==> config.mk <==
export PLATFORM = sky130hd
export DESIGN_NAME = sip_fifo
export DESIGN_NICKNAME = d
export VERILOG_FILES = /design/src/segment_intersection_point_core_assert.svh /design/src/sip_pkg.sv /design/src/sip_fifo.sv
export SDC_FILE = /design/constraint.sdc
export NUM_CORES = 1
export LEC_CHECK = 0
export BUFFER_PORTS_ARGS = -buffer_cell sky130_fd_sc_hd__buf_2
export CAP_MARGIN = 20
export CORE_MARGIN = 2
export CORE_UTILIZATION = 35
export DETAILED_ROUTE_END_ITERATION = 12
export SYNTH_ARGS = -nofsm -noshare
export SYNTH_HDL_FRONTEND = slang
export SYNTH_SLANG_ARGS = --single-unit
==> constraint.sdc <==
create_clock -name clk -period 1.25 [get_ports clk]
set_input_delay 0.1875 -clock clk [delete_from_list [all_inputs] [get_ports clk]]
set_output_delay 0.1875 -clock clk [all_outputs]
set_load 0.05 [all_outputs]
==> src/segment_intersection_point_core_assert.svh <==
// ----------------------------------------------------------------------------
// segment intersection assertion macros
// concurrent checks on clk, disabled while arst_n is low
// ----------------------------------------------------------------------------
`ifndef SEGMENT_INTERSECTION_POINT_CORE_ASSERT_SVH
`define SEGMENT_INTERSECTION_POINT_CORE_ASSERT_SVH
`ifndef SYNTHESIS
`define SIP_ASSERT_ALWAYS(label, expr) \
	label: assert property (@(posedge clk) disable iff (!arst_n) (expr)) \
		else $error("segment intersection check failed");
`define SIP_ASSERT_IMPLY(label, pre, post) \
	label: assert property (@(posedge clk) disable iff (!arst_n) (pre) |-> (post)) \
		else $error("segment intersection check failed");
`else
`define SIP_ASSERT_ALWAYS(label, expr)
`define SIP_ASSERT_IMPLY(label, pre, post)
`endif
`endif

==> src/sip_pkg.sv <==
// ----------------------------------------------------------------------------
// sip_pkg
// shared types and width helpers of the segment intersection core
// ----------------------------------------------------------------------------
package sip_pkg;

	// queue depth between the product front and the divider back
	localparam int QUEUE_DEPTH = 4;

	// queue fill status seen by both sides
	typedef struct packed {
		logic full;
		logic empty;
	} sip_q_stat_t;

	// determinant denominator width
	function automatic int den_width(input int w);
		return 2 * w + 3;
	endfunction

	// cross product of one segment's endpoints
	function automatic int cprod_width(input int w);
		return 2 * w + 1;
	endfunction

	// numerator width
	function automatic int num_width(input int w);
		return 3 * w + 3;
	endfunction

	// word passed through the queue: den, nx, ny and four overlap bounds
	function automatic int front_word_width(input int w);
		return den_width(w) + 2 * num_width(w) + 4 * w;
	endfunction

endpackage

==> src/sip_fifo.sv <==
// ----------------------------------------------------------------------------
// sip_fifo
// small register queue decoupling the front and back pipelines
// ----------------------------------------------------------------------------
module sip_fifo import sip_pkg::*; #(
	parameter int WIDTH = 8,
	parameter int DEPTH = 4
) (
	input  logic             clk,
	input  logic             arst_n,
	input  logic             push,
	input  logic [WIDTH-1:0] wdata,
	input  logic             pop,
	output logic [WIDTH-1:0] rdata,
	output sip_q_stat_t      stat
);

	localparam int PW = (DEPTH > 1) ? $clog2(DEPTH) : 1;
	localparam int CW = $clog2(DEPTH + 1);

	logic [WIDTH-1:0] mem_q [DEPTH];
	logic [PW-1:0]    wr_ptr_q;
	logic [PW-1:0]    rd_ptr_q;
	logic [CW-1:0]    cnt_q;

	assign rdata      = mem_q[rd_ptr_q];
	assign stat.full  = (cnt_q == CW'(DEPTH));
	assign stat.empty = (cnt_q == '0);

	always_ff @(posedge clk) begin
		if (push) begin
			mem_q[wr_ptr_q] <= wdata;
		end
	end

	always_ff @(posedge clk or negedge arst_n) begin
		if (!arst_n) begin
			wr_ptr_q <= '0;
			rd_ptr_q <= '0;
			cnt_q    <= '0;
		end else begin
			if (push) begin
				wr_ptr_q <= (wr_ptr_q == PW'(DEPTH - 1)) ? '0 : wr_ptr_q + 1'b1;
			end
			if (pop) begin
				rd_ptr_q <= (rd_ptr_q == PW'(DEPTH - 1)) ? '0 : rd_ptr_q + 1'b1;
			end
			if (push && !pop) begin
				cnt_q <= cnt_q + 1'b1;
			end else if (pop && !push) begin
				cnt_q <= cnt_q - 1'b1;
			end
		end
	end

endmodule

# --- Word-level counts from Yosys, hierarchy flattened ---
# Memory sizes are Yosys's and may differ from the RTL's.
# Cells that the tools add are included.
totals:
  register_bits: 7
  ram_bits: 32
  in_bits: 12
  output_inout_bits: 10
  word_cells: 23
  n_memories: 1
op_classes:
  n_addsub: 4
  n_eq_ne: 3
  mux: 6
  n_reduce_logical: 6
memory_table:
  columns: ["name", "words", "word_bits", "rd", "rd_ports_with_merged_regs", "write_ports", "line_no", "rtl"]
  rows:
  - ["mem_q", 4, 8, 1, 0, 1, "sip_fifo.sv:21", "logic [WIDTH-1:0] mem_q [DEPTH];"]
ops:
  columns: ["operator", "count"]
  rows:
  - ["two-way mux 3 bit", 2]
  - ["adder 2 x 1 -> 2 bit, second input constant", 2]
  - ["== test 2 bit, second input constant", 2]
  - ["two-way mux 2 bit", 2]
  - ["adder 3 x 1 -> 3 bit, second input constant", 1]
  - ["== test 3 bit, second input constant", 1]
  - ["logical NOT 3 bit", 1]
  - ["subtractor 3 x 1 -> 3 bit, second input constant", 1]
  - ["logical AND 1 bit", 2]
  - ["logical NOT 1 bit", 2]
  - ["two-way mux 1 bit", 2]
  - ["nonzero test 2 bit", 1]

# --- Logic depth before layout (Yosys ltp) ---
depth:
  word_depth: 4
  mapped_depth: 7
  mapped_depth_nobuf: 7

# --- Worst setup path before layout ---
# Ideal clock, no wire load.
synth_timing:
  kind: "register to output"
  startpoint: "reg cnt_q[0]"
  endpoint: "out stat[1] in the netlist's numbering"
  arrival_ps: 1581
  t_required_ps: 1062
  path_slack_ps: -519
  path_stages_with_launch: 2
  n_path_buf: 0
  path_cell_list: "dfrtp_1 -> nor3b_1"
synth_lines:
  columns: ["element", "line_no", "rtl"]
  rows:
  - ["start, declared", "sip_fifo.sv:24", "logic [CW-1:0] cnt_q;"]
  - ["start signal, assigned", "sip_fifo.sv:49", "cnt_q <= cnt_q + 1'b1;"]
  - ["start signal, assigned", "sip_fifo.sv:51", "cnt_q <= cnt_q - 1'b1;"]
  - ["end, declared", "sip_fifo.sv:15", "output sip_q_stat_t stat"]

# --- Worst setup path after layout ---
layout_timing:
  startpoint: "reg rd_ptr_q[0]"
  endpoint: "out rdata[5]"
layout_between:
  elab_chain_len: 1
layout_lines:
  columns: ["element", "line_no", "rtl"]
  rows:
  - ["start, declared", "sip_fifo.sv:23", "logic [PW-1:0] rd_ptr_q;"]
  - ["start signal, assigned", "sip_fifo.sv:46", "rd_ptr_q <= (rd_ptr_q == PW'(DEPTH - 1)) ? '0 : rd_ptr_q + 1'b1;"]
  - ["memory read (4 x 8 bit)", null, null]
  - ["end, declared", "sip_fifo.sv:14", "output logic [WIDTH-1:0] rdata,"]
# Every way passes these cells.

==> impl_metrics.sql <==
INSERT INTO impl_metrics (metric_group, metric, value, unit) VALUES
('drt', 'drt_drc_violations_left', '0', ''),
('place', 'placed_cells', '164', ''),
('power_and_ir_drop', 'ir_worst_vdd', '0.964', 'mV'),
('synthesis', 'synth_fp_nets', '98', ''),
('finish', 'nets', '143', ''),
('status', 'outcome', 'finished, violations left', ''),
('synthesis', 'netlist.top_cell.by_area', 'sky130_fd_sc_hd__edfxtp_1', ''),
('finish', 'fillers', '370', ''),
('synthesis', 'postSynthCellCount', '79', ''),
('finish', 'insertedDiodeCount', '0', ''),
('finish', 'final_core_utilization', '49.7', '%'),
('power_and_ir_drop', 'swShare', '36.4', '%'),
('synthesis', 'ys_ff_latch', '39', ''),
('floorplanning', 'die_w', '70.9', 'um'),
('global_routing', 'grt_start_max_net_pins', '13', ''),
('power_and_ir_drop', 'power_per_unit_of_standard_cell_area', '2410', 'nW/um^2'),
('floorplanning', 'start_util', '36.3', '%'),
('floorplanning', 'ios', '22', ''),
('drt', 'vias_per_cell', '4.59', ''),
('timing', 'setup_ws', '-459', 'ps'),
('timing', 'final-max-slew-violation-count', '0', ''),
('synthesis', 'yosys.area.top_type_share', '61.3', '%'),
('global_routing', 'wire_length_of_the_first_global_routing_pass', '4400', 'um'),
('worst_setup_path', 'worstPathArrival', '1520', 'ps'),
('floorplanning', 'floorplan.core_area', '4320', 'um^2'),
('cts', 'tritoncts', 'done', ''),
('worst_hold_path', 'hold_path.class', 'input port to flip-flop', ''),
('finish', 'most_frequent_cells_in_the_layout', '32 x sky130_fd_sc_hd__edfxtp_1, 15 x sky130_fd_sc_hd__buf_6, 11 x sky130_fd_sc_hd__buf_2, 9 x sky130_fd_sc_hd__buf_4, 8 x sky130_fd_sc_hd__mux4_2', ''),
('worst_setup_path', 'critical_path.max_fanout', '6', ''),
('timing', 'number_of_endpoints_with_negative_hold_slack_in_the_final_report', '0', ''),
('worst_setup_path', 'setup.worst_path.start_class', 'flip-flop', ''),
('worst_setup_path', 'endpoint_kind', 'output pin', ''),
('power_and_ir_drop', 'power_frac_clock', '15.4', '%'),
('timing', 'setup-violations-final', '13', ''),
('timing', 'final.period_utilization', '137', '%'),
('place', 'routabilityCongestion', '0.711', ''),
('drt', 'post_detailed_route_wirelength_per_cell', '14.5', 'um'),
('floorplanning', 'die-height', '70.9', 'um'),
('cts', 'number_of_buffers_added_by_the_clock_tree_synthesis_step', '5', ''),
('timing', 'max_clock_freq', '585', 'MHz'),
('power_and_ir_drop', 'p_leak', '0.000823', 'uW'),
('status', 'failed_checks', 'negative setup slack', ''),
('cts', 'clk_pin_slew_worst_setup_hold_paths', '70', 'ps'),
('place', 'io_buffers', '21', ''),
('cts', 'cts_sinks', '39', ''),
('timing', 'hold_slack', '114', 'ps'),
('cts', 'root_driver', 'sky130_fd_sc_hd__clkbuf_8', ''),
('cts', 'h-tree-depth', '2', ''),
('global_routing', 'gr-usage-all-layers', '11.9', '%'),
('flow_run', 'timing.max_cap.violations', '0', ''),
('timing', 'tightestPinTransition', '486', 'ps'),
('worst_setup_path', 'worstSetupPathType', 'flip-flop to output pin', ''),
('drt', 'finalWirelength', '2570', 'um'),
('finish', 'finish.cell_count_without_fillers', '177', ''),
('synthesis', 'post_synth_main_area_contributors', 'sky130_fd_sc_hd__edfxtp_1 61%, sky130_fd_sc_hd__mux4_2 11%, sky130_fd_sc_hd__dfrtp_1 11%', ''),
('power_and_ir_drop', 'power_switching', '1890', 'uW'),
('cts', 'clkLatencyLatePin', '280', 'ps'),
('synthesis', 'ys_seq_area_share', '72.5', '%'),
('cts', 'ctsLongestPathBuffers', '2', ''),
('power_and_ir_drop', 'finalPower', '5180', 'uW'),
('floorplanning', 'die_area', '5030', 'um^2'),
('drt', 'detail_route.iter0.violations', '73', ''),
('power_and_ir_drop', 'power.share.sequential', '36.9', '%'),
('synthesis', 'yosys.cell_types.count', '18', ''),
('floorplanning', 'core.rowCount', '24', ''),
('timing', 'finClkSkew', '1.87', 'ps'),
('synthesis', 'postSynthAreaPerCell', '19.8', 'um^2'),
('drt', 'ant_nets', '0', ''),
('drt', 'dr_pass1_iterations', '3', ''),
('finish', 'area_growth', '37.1', '%'),
('power_and_ir_drop', 'pwr-share-comb', '47.6', '%');
-- critical path: stages (launching register included) --
cell and delay (ps):
sky130_fd_sc_hd__dfrtp_1 410, sky130_fd_sc_hd__buf_12 140, sky130_fd_sc_hd__mux4_2 510, sky130_fd_sc_hd__buf_6 170
-- state kept, by name, indices dropped and copies added (netlist names) --
name,cells
cnt_q,3
mem_q,32
rd_ptr_q,2
wr_ptr_q,2
-- layout make-up --
type | instances | area (um^2) | area share (%)
Clock buffer | 5 | 68.8 | 3.20
Tap cell | 52 | 65.1 | 3.03
Sequential cell | 39 | 1140 | 53.0
Multi-Input combinational cell | 34 | 463 | 21.5
Inverter | 4 | 17.5 | 0.815
Clock inverter | 3 | 15.0 | 0.698
Timing Repair Buffer | 40 | 382 | 17.8
-- cell usage after synthesis --
| master | n |
|---|---|
| sky130_fd_sc_hd__edfxtp_1 | 32 |
| sky130_fd_sc_hd__mux4_2 | 8 |
| sky130_fd_sc_hd__dfrtp_1 | 7 |
| sky130_fd_sc_hd__ha_1 | 6 |
| sky130_fd_sc_hd__and2_1 | 4 |
| sky130_fd_sc_hd__inv_1 | 4 |
| sky130_fd_sc_hd__mux2_2 | 2 |
| sky130_fd_sc_hd__nand2_1 | 2 |
| sky130_fd_sc_hd__nor2_1 | 2 |
| sky130_fd_sc_hd__nor3_1 | 2 |
| sky130_fd_sc_hd__o21ai_0 | 2 |
| sky130_fd_sc_hd__xor2_1 | 2 |
| sky130_fd_sc_hd__a21o_2 | 1 |
| sky130_fd_sc_hd__buf_2 | 1 |
| sky130_fd_sc_hd__buf_6 | 1 |
| sky130_fd_sc_hd__fa_1 | 1 |
| sky130_fd_sc_hd__nor3b_1 | 1 |
| sky130_fd_sc_hd__xnor2_1 | 1 |
-- path summary, 6_finish.rpt --
| check | startpoint | end | slack (ps) | cells after the start |
|---|---|---|---|---|
| worst min register to register | cnt_q[2] | cnt_q[2] | 560 | 1 |
| worst max-delay path | rd_ptr_q[0] | rdata[5] | -460 | 3 |
| worst min-delay path | wdata[4] | mem_q[2][4] | 110 | 1 |
| worst max register to register | cnt_q[0] | cnt_q[2] | -130 | 5 |
| min in group asynchronous | arst_n | rd_ptr_q[1] | 260 | 2 |
| max in group asynchronous | arst_n | cnt_q[0] | 800 | 2 |
-- cells by family after synthesis --
group	after synthesis	share of synthesized area [%]
AOI/OAI and AO/OA	3	1.20
xor gates and xnor gates	3	1.68
adders and majority gates	7	6.07
buffers and inverters	6	1.99
DFF	39	72.5
muxes	10	12.9
and+or+nand+nor	11	3.67
-- metrics by stage --
step           setup WS, ps  setup TNS [ps]  instance area [um^2]
6_report               -459           -4100                  2150
5_1_grt                -532           -4970                  2150
4_1_cts                -480           -4320                  2130
3_5_place_dp           -201           -2000                  1910
3_3_place_gp           -180           -1680                  1910
2_1_floorplan          -105            -903                  1600
-- power groups by stage --
stage               logic [uW]  registers [uW]  clock network, uW
global placement          1970            1920                  0
CTS                       2450            1910                830
floorplan                 1440            1880                  0
global route              2640            1950                900
finish                    2470            1910                800
detailed placement        2000            1940                  0
-- metal layers --
metal  track usage [%]  vias up  wire [um]
met5                 0        -          0
met4              5.66        0         45
met3              4.84        6        147
met2              19.3       22       1250
met1              13.9      395       1130
li1                  -      390          -
-- timing repair --
action	in CTS	in global routing
hold endpoints to repair	7	0
hold buffers	1	0
pin swaps	3	1
setup buffers	4	0
endpoints found under the setup margin	25	40
gates resized for setup	27	6
(Power assumes the default switching activity.)
